### src/hdl/dwr_pkg.sv
package dwr_pkg;

   localparam int CAPACITY = 1024;
   localparam int ADDR_W   = $clog2(CAPACITY);
   localparam int COUNT_W  = $clog2(CAPACITY + 1);
   localparam int DATA_W   = 32;

   localparam logic [COUNT_W-1:0] CAP_COUNT = COUNT_W'(CAPACITY);
   localparam logic [COUNT_W:0]   CAP_SUM   = (COUNT_W + 1)'(CAPACITY);
   localparam logic [ADDR_W-1:0]  LAST_SLOT = ADDR_W'(CAPACITY - 1);

   typedef enum logic [2:0] {
      REQ_PUSH_FRONT = 3'd0,
      REQ_PUSH_BACK  = 3'd1,
      REQ_REVERSE    = 3'd2,
      REQ_POP_FRONT  = 3'd3,
      REQ_POP_BACK   = 3'd4
   } req_kind_type;

   typedef enum logic [1:0] {
      ST_DONE  = 2'd0,
      ST_EMPTY = 2'd1,
      ST_FULL  = 2'd2
   } status_type;

   typedef struct packed {
      logic              we;
      logic              re;
      logic [ADDR_W-1:0] addr;
   } mem_cmd_type;

   typedef struct packed {
      status_type         status;
      logic               is_pop;
      logic [COUNT_W-1:0] occupancy;
   } result_type;

   // Slot k places after s, wrapping round the circular store.
   function automatic logic [ADDR_W-1:0] slot_offset(input logic [ADDR_W-1:0]  s,
                                                     input logic [COUNT_W-1:0] k);
      logic [COUNT_W:0] sum;
      sum = (COUNT_W + 1)'(s) + (COUNT_W + 1)'(k);
      if (sum >= CAP_SUM) begin
         sum = sum - CAP_SUM;
      end
      return sum[ADDR_W-1:0];
   endfunction

   function automatic logic [ADDR_W-1:0] slot_before(input logic [ADDR_W-1:0] s);
      return (s == '0) ? LAST_SLOT : s - ADDR_W'(1);
   endfunction

endpackage

### src/hdl/dwr_ctrl.sv
module dwr_ctrl (
   input  logic                  clock,
   input  logic                  reset,
   input  logic                  accept,
   input  logic [2:0]            req_type,
   output dwr_pkg::mem_cmd_type  mem_cmd,
   output dwr_pkg::result_type   result
);

   logic [dwr_pkg::ADDR_W-1:0]  front_ff, front_in;
   logic [dwr_pkg::COUNT_W-1:0] count_ff, count_in;
   logic                        rev_ff, rev_in;
   logic                        push_low;
   logic                        pop_low;

   // The physical low end is the logical front unless the order is reversed.
   assign push_low = (req_type == dwr_pkg::REQ_PUSH_FRONT) != rev_ff;
   assign pop_low  = (req_type == dwr_pkg::REQ_POP_FRONT) != rev_ff;

   always_comb begin
      front_in       = front_ff;
      count_in       = count_ff;
      rev_in         = rev_ff;
      mem_cmd.we     = 1'b0;
      mem_cmd.re     = 1'b0;
      mem_cmd.addr   = front_ff;
      result.status  = dwr_pkg::ST_DONE;
      result.is_pop  = 1'b0;
      unique case (req_type)
         dwr_pkg::REQ_PUSH_FRONT, dwr_pkg::REQ_PUSH_BACK: begin
            if (count_ff == dwr_pkg::CAP_COUNT) begin
               result.status = dwr_pkg::ST_FULL;
            end else begin
               if (push_low) begin
                  front_in     = dwr_pkg::slot_before(front_ff);
                  mem_cmd.addr = front_in;
               end else begin
                  mem_cmd.addr = dwr_pkg::slot_offset(front_ff, count_ff);
               end
               mem_cmd.we = accept;
               count_in   = count_ff + dwr_pkg::COUNT_W'(1);
            end
         end
         dwr_pkg::REQ_REVERSE: begin
            rev_in = !rev_ff;
         end
         dwr_pkg::REQ_POP_FRONT, dwr_pkg::REQ_POP_BACK: begin
            if (count_ff == '0) begin
               result.status = dwr_pkg::ST_EMPTY;
            end else begin
               if (pop_low) begin
                  mem_cmd.addr = front_ff;
                  front_in     = dwr_pkg::slot_offset(front_ff, dwr_pkg::COUNT_W'(1));
               end else begin
                  mem_cmd.addr = dwr_pkg::slot_offset(front_ff,
                                                      count_ff - dwr_pkg::COUNT_W'(1));
               end
               mem_cmd.re    = accept;
               result.is_pop = 1'b1;
               count_in      = count_ff - dwr_pkg::COUNT_W'(1);
            end
         end
         default: begin
         end
      endcase
      result.occupancy = count_in;
   end

   always_ff @(posedge clock) begin
      if (reset) begin
         front_ff <= '0;
         count_ff <= '0;
         rev_ff   <= 1'b0;
      end else if (accept) begin
         front_ff <= front_in;
         count_ff <= count_in;
         rev_ff   <= rev_in;
      end
   end

endmodule

### config.mk
export PLATFORM = sky130hd
export DESIGN_NAME = dwr_ctrl
export DESIGN_NICKNAME = d
export VERILOG_FILES = /design/src/hdl/dwr_pkg.sv /design/src/hdl/dwr_ctrl.sv
export SDC_FILE = /design/constraint.sdc
export NUM_CORES = 1
export LEC_CHECK = 0
export ABC_CLOCK_PERIOD_IN_PS = 12000
export BUFFER_PORTS_ARGS = -buffer_cell sky130_fd_sc_hd__buf_2
export CELL_PAD_IN_SITES_DETAIL_PLACEMENT = 1
export CELL_PAD_IN_SITES_GLOBAL_PLACEMENT = 1
export CORE_MARGIN = 8
export CORE_UTILIZATION = 49
export CTS_BUF_LIST = sky130_fd_sc_hd__clkbuf_4
export CTS_CLUSTER_DIAMETER = 30
export CTS_CLUSTER_SIZE = 10
export DETAILED_ROUTE_END_ITERATION = 10
export GPL_TIMING_DRIVEN = 0
export PLACE_DENSITY_LB_ADDON = 0.25
export SLEW_MARGIN = 20
export SYNTH_ARGS = -nofsm -noshare
export SYNTH_HDL_FRONTEND = slang
export SYNTH_SLANG_ARGS = --single-unit
### constraint.sdc
create_clock -name clock -period 12 [get_ports clock]
set_clock_uncertainty 0.1 [all_clocks]
set_input_delay 1.2 -clock clock [delete_from_list [all_inputs] [get_ports clock]]
set_output_delay 1.2 -clock clock [all_outputs]
set_load 0.005 [all_outputs]
==> results.sh, run 1 <==
export IMPL_synth_distinct_cells=63
export IMPL_final_nets=499
export IMPL_slew_violations=0
export IMPL_drt_iter0_drc=235
export IMPL_critPathRequiredTime_ns=10.70
export IMPL_synth_top_area_frac=0.141
export IMPL_worstMarginPinSlew_ns=0.885
export IMPL_drc=0
export IMPL_grtUsageTotal=0.255
export IMPL_netlist_area_um2=3120
export IMPL_ir_drop_mv=0.0523
export IMPL_first_global_vias=3548
export IMPL_n_antenna_cell=0
export IMPL_area_growth_pct=8.47
export IMPL_clock_sinks=22
export IMPL_rsz0062_at_grt="no"
export IMPL_hold_buffers=0
export IMPL_ys_warn_count=0
export IMPL_viasPerCell=6.55
export IMPL_synth_commonest_cells="44 x nand2_1, 38 x a21oi_1, 37 x nor2_1"
export IMPL_endpoint_kind="output port"
export IMPL_routedWlPerCell_um=21.3
export IMPL_status="finished clean"
export IMPL_power_frac_comb=0.686
export IMPL_postCtsSetupBuffers=0
export IMPL_dieArea_um2=9170
export IMPL_num_rows=29
export IMPL_cts_root_buf="clkbuf_4"
export IMPL_synth_ff_type="dfxtp_1"
export IMPL_htreeDepth=1
export IMPL_hpwl_mm=8.97
export IMPL_cap_viol_max_count=0
export IMPL_syn_num_nets=465
export IMPL_cts_buffers=3
export IMPL_path_cells="inv_1 > ha_1 > or3b_1 > nor3_2 > nand2_1 > xor2_1 > inv_1 > ha_1 > a41oi_1 > o21ai_0 > or3_1 > a21oi_1 > mux2_2 > a221o_1 > buf_2"
export IMPL_synth_avg_cell_area_um2=7.20
export IMPL_synth_area_leaders="dfxtp_1 14%, ha_1 9.6%, xnor2_1 7.3%"
export IMPL_grt_pass1_wl_mm=18.4
export IMPL_coreArea_um2=6240
export IMPL_seq_power_share=0.215
export IMPL_fin_crit_sh=0.488
export IMPL_path_class="reg -> out"
export IMPL_syn_inst=433
export IMPL_min_path_type="reg -> reg"
export IMPL_antenna_found_initial=0
export IMPL_clock_insertion_delay_worst_skew_ns=0.35
export IMPL_die_x_um=95.8
export IMPL_cp_max_fo=6
export IMPL_cts_resized=0
export IMPL_max_stage_delay_ns=0.46
export IMPL_cpMaxStageDelayCell="or3b_1"
export IMPL_grt_max_degree=12
export IMPL_async_reset_ff_frac=0
export IMPL_min_period_ns=5.85
export IMPL_total_leakage_power_nw=1.49
export IMPL_worstPathArrival_ns=4.55
export IMPL_dr_pass1_iters=5
export IMPL_multi_input_area_um2=2460
export IMPL_route_vias_total=3551
export IMPL_fillCellCount=867
export IMPL_drive_gt1_frac=0.144
export IMPL_fmax_mhz=171
export IMPL_yosysSeqAreaShare=0.141
export IMPL_clkPwrFrac=0.099
export IMPL_wirelength_mm=11.5
export IMPL_power_density_nw_per_um2=128
export IMPL_max_slew_margin=0.404
export IMPL_post_place_ws_ns=6.61
export IMPL_cp_top_family="simple AND/OR/NAND/NOR gates"
export IMPL_regArea_um2=440
export IMPL_clockBufferDepth=2
export IMPL_io_buffers=29
export IMPL_internal_power_w=0.000208
export IMPL_initial_core_util=0.500
export IMPL_ioPinCount=32
export IMPL_yosysTopAreaCell="dfxtp_1"
export IMPL_clk_pin_slew_ns=0.15
export IMPL_gp_congestion=0.965
export IMPL_die_h_um=95.8
export IMPL_report_final_setup_viol=0
export IMPL_synth_edff_count=0
export IMPL_cp_start_kind="flop"
export IMPL_cts_tree="built"
export IMPL_ys_ff_latch=22
export IMPL_fin_setup_tns_ns=0
export IMPL_swShare=0.518
export IMPL_fin_util=0.542
export IMPL_ant_nets=0
export IMPL_p_switching_w=0.000224
export IMPL_postLayoutCellArea_um2=3380
export IMPL_finalHoldViolations=0
export IMPL_yosysMostFrequentCell="nand2_1"
export IMPL_setup_ws_ns=6.15
export IMPL_placed_cell_area_um2=3360
export IMPL_overflow=0
export IMPL_critPathBufInv=3
-- placed cells by master, fill, tap and decap left out, types with 14 or more instances in the layout --
cell type  count
nand3_1       18
xnor2_1       26
buf_2         42
xor2_1        15
ha_1          24
o21ai_0       26
clkbuf_1      14
nand2_1       44
a21oi_1       38
nor2_1        37
inv_1         14
dfxtp_1       22
nor3_1        15
-- per-layer routing --
metal  up-vias  wire [um]  GRT usage
li1       1653          -          -
met1      1749       5370      0.351
met2       131       5240      0.405
met3        18        659     0.0234
met4         0        266     0.0858
met5         -          0          0
-- worst paths after layout --
kind	from	to	slack (ns)	cells past startpoint
setup / recovery	count_ff[0]	mem_cmd[9]	6.15	15
hold / removal	front_ff[1]	front_ff[1]	0.56	2
setup reg to reg	count_ff[0]	front_ff[5]	8.99	10
hold reg to reg	front_ff[1]	front_ff[1]	0.56	2
-- power by group through the flow --
stage               logic (W)  registers (W)  clock network (W)
floorplan            0.000210      0.0000895                  0
global placement     0.000278      0.0000937                  0
detailed placement   0.000288      0.0000942                  0
CTS                  0.000292      0.0000925          0.0000417
global route         0.000324      0.0000935          0.0000426
finish               0.000297      0.0000929          0.0000427
-- per-stage QoR --
stage	hold slack [ns]	power (W)	cells
2_1_floorplan	0.460	0.000300	433
3_3_place_gp	0.534	0.000371	539
3_5_place_dp	0.534	0.000383	539
4_1_cts	0.559	0.000426	542
5_1_grt	0.618	0.000460	542
6_report	0.558	0.000432	542
-- final cells by class --
type | count | share of cell area
Sequential cell | 22 | 0.130
Multi-Input combinational cell | 365 | 0.728
Timing Repair Buffer | 29 | 0.0429
Tap cell | 77 | 0.0285
Clock buffer | 3 | 0.00666
Inverter | 15 | 0.0174
Buffer | 31 | 0.0459
-- tightest hold or removal path, stage by stage (launching register included) --
cell and delay (ns):
dfxtp_1 0.47, nand2_1 0.11, a21oi_1 0.05
-- registers in the layout, summed over array words and instances (netlist names) --
register and cells:
count_ff 11, front_ff 10, rev_ff 1
-- logic make-up after synthesis --
group	share of synthesized area
AOI/OAI and AO/OA	0.274
muxes	0.0100
buffers and inverters	0.0686
and+or+nand+nor	0.282
adders and majority gates	0.109
xor gates and xnor gates	0.115
DFF	0.141
Power figures use the tool's default switching activity.
==> run 2: changes to the inputs <==
--- a/config.mk
+++ b/config.mk
@@ -5,12 +5,12 @@
 export SDC_FILE = /design/constraint.sdc
 export NUM_CORES = 1
 export LEC_CHECK = 0
-export ABC_CLOCK_PERIOD_IN_PS = 12000
+export ABC_CLOCK_PERIOD_IN_PS = 5400
 export BUFFER_PORTS_ARGS = -buffer_cell sky130_fd_sc_hd__buf_2
 export CELL_PAD_IN_SITES_DETAIL_PLACEMENT = 1
 export CELL_PAD_IN_SITES_GLOBAL_PLACEMENT = 1
 export CORE_MARGIN = 8
-export CORE_UTILIZATION = 49
+export CORE_UTILIZATION = 45
 export CTS_BUF_LIST = sky130_fd_sc_hd__clkbuf_4
 export CTS_CLUSTER_DIAMETER = 30
 export CTS_CLUSTER_SIZE = 10
==> constraint.sdc (replaced) <==
create_clock -name clock -period 5.4 [get_ports clock]
set_clock_uncertainty 0.1 [all_clocks]
set_input_delay 0.54 -clock clock [delete_from_list [all_inputs] [get_ports clock]]
set_output_delay 0.54 -clock clock [all_outputs]
set_load 0.005 [all_outputs]
==> results.sh, run 2 (synthesized netlist as in run 1, its figures left out) <==
export IMPL_status="finished clean"
export IMPL_fin_setup_tns_ns=0
export IMPL_cp_start_kind="flop"
export IMPL_post_place_ws_ns=0.735
export IMPL_viasPerCell=6.34
export IMPL_final_common_cell="nand2_1"
export IMPL_worstPathArrival_ns=4.42
export IMPL_cts_buffers=3
export IMPL_cp_max_fo=6
export IMPL_fillCellCount=929
export IMPL_layout_common_cells="44 x nand2_1, 42 x buf_2, 38 x a21oi_1"
export IMPL_setup_ws_ns=0.343
export IMPL_grt_pass1_wl_mm=18.1
export IMPL_postLayoutCellArea_um2=3400
export IMPL_clk_pin_slew_ns=0.18
export IMPL_grtUsageTotal=0.226
export IMPL_finalHoldViolations=0
export IMPL_htreeDepth=1
export IMPL_critPathRequiredTime_ns=4.76
export IMPL_ir_drop_mv=0.112
export IMPL_first_global_vias=3426
export IMPL_gp_congestion=0.924
export IMPL_multi_input_area_um2=2470
export IMPL_n_antenna_cell=0
export IMPL_hold_buffers=0
export IMPL_path_class="reg -> out"
export IMPL_cts_root_buf="clkbuf_4"
export IMPL_final_nets=499
export IMPL_coreArea_um2=6760
export IMPL_rsz0062_at_grt="no"
export IMPL_overflow=0
export IMPL_min_period_ns=5.06
export IMPL_drc=0
export IMPL_drt_iter0_drc=194
export IMPL_routedWlPerCell_um=20.6
export IMPL_endpoint_kind="output port"
export IMPL_io_buffers=29
export IMPL_slew_violations=0
export IMPL_cap_viol_max_count=0
export IMPL_ant_nets=0
export IMPL_dieArea_um2=9850
export IMPL_hpwl_mm=8.86
export IMPL_num_rows=30
export IMPL_power_density_nw_per_um2=282
export IMPL_total_leakage_power_nw=1.49
export IMPL_cts_tree="built"
export IMPL_regArea_um2=440
export IMPL_initial_core_util=0.461
export IMPL_largest_register_ffs=11
export IMPL_wirelength_mm=11.2
export IMPL_clock_sinks=22
export IMPL_antenna_found_initial=0
export IMPL_placed_cell_area_um2=3360
export IMPL_fmax_mhz=198
export IMPL_die_x_um=99.2
export IMPL_drive_gt1_frac=0.144
export IMPL_largest_register="count_ff"
export IMPL_report_final_setup_viol=0
export IMPL_grt_max_degree=13
export IMPL_min_path_type="in -> reg"
export IMPL_largest_registers="count_ff: 11 flops, front_ff: 10 flops, rev_ff: 1 flops"
export IMPL_dr_pass1_iters=5
export IMPL_route_vias_total=3460
export IMPL_die_h_um=99.2
export IMPL_max_slew_margin=0.395
export IMPL_worstMarginPinSlew_ns=0.898
export IMPL_ioPinCount=32
export IMPL_fin_crit_sh=0.936
export IMPL_clock_insertion_delay_worst_skew_ns=0.35
export IMPL_area_growth_pct=8.91
export IMPL_clockBufferDepth=2
[run 2: cell count changes in the layout (fill, tap and decap cells not counted), sizes merged]
cell    previous run  this run
clkinv             0         1
[run 2: metal layers]
| metal | part of all wire | vias to the layer above | GRT usage |
|---|---|---|---|
| li1 | - | 1654 | - |
| met3 | 0.043 | 7 | 0.0237 |
| met1 | 0.49 | 1702 | 0.318 |
| met5 | 0 | - | 0 |
| met2 | 0.46 | 97 | 0.363 |
| met4 | 0.010 | 0 | 0.0442 |
[run 2: layout make-up]
type	count	share of cell area
inverters	15	0.0173
repair buffers	29	0.0427
multi-input cells	365	0.727
well taps	80	0.0295
clock inverters	1	0.00111
clock buffers	3	0.00663
plain buffers	31	0.0457
flip-flops and latches	22	0.130
[run 2: worst paths after layout]
| check | startpoint | endpoint | slack [ns] | cells past startpoint |
|---|---|---|---|---|
| worst min-delay path | accept | count_ff[0] | 0.50 | 4 |
| worst min register to register | front_ff[1] | front_ff[1] | 0.56 | 2 |
| worst max register to register | count_ff[0] | front_ff[5] | 2.43 | 10 |
| worst max-delay path | count_ff[0] | mem_cmd[9] | 0.34 | 15 |
[run 2: what timing repair did]
action,in CTS,in global routing
buffers inserted,0,0
gates resized for setup,0,1
setup endpoints to repair,0,1
[run 2: through the flow]
step / power [W] / util / hold slack [ns] / std cells
global placement: 0.000828 / 0.498 / 0.523 / 542
global route: 0.00102 / 0.503 / 0.542 / 546
detailed placement: 0.000848 / 0.498 / 0.541 / 542
floorplan: 0.000666 / - / 0.460 / 433
finish: 0.000957 / 0.503 / 0.503 / 546
CTS: 0.000946 / 0.502 / 0.504 / 546
[run 2: critical path, stage by stage (launching register included)]
cell	delay (ns)
dfxtp_1	0.42
inv_1	0.23
ha_1	0.28
or3b_1	0.47
nor3_4	0.24
nand2_1	0.11
xor2_1	0.18
inv_1	0.06
ha_1	0.34
a41oi_1	0.19
o21ai_0	0.15
or3_1	0.35
a21oi_1	0.22
mux2_2	0.37
a221o_1	0.31
buf_2	0.13
[run 2: power by group]
part           internal [W]  leakage [nW]  switching [W]
clock network     0.0000273        0.0154      0.0000714
registers          0.000179         0.180      0.0000276
logic              0.000258          1.29       0.000394
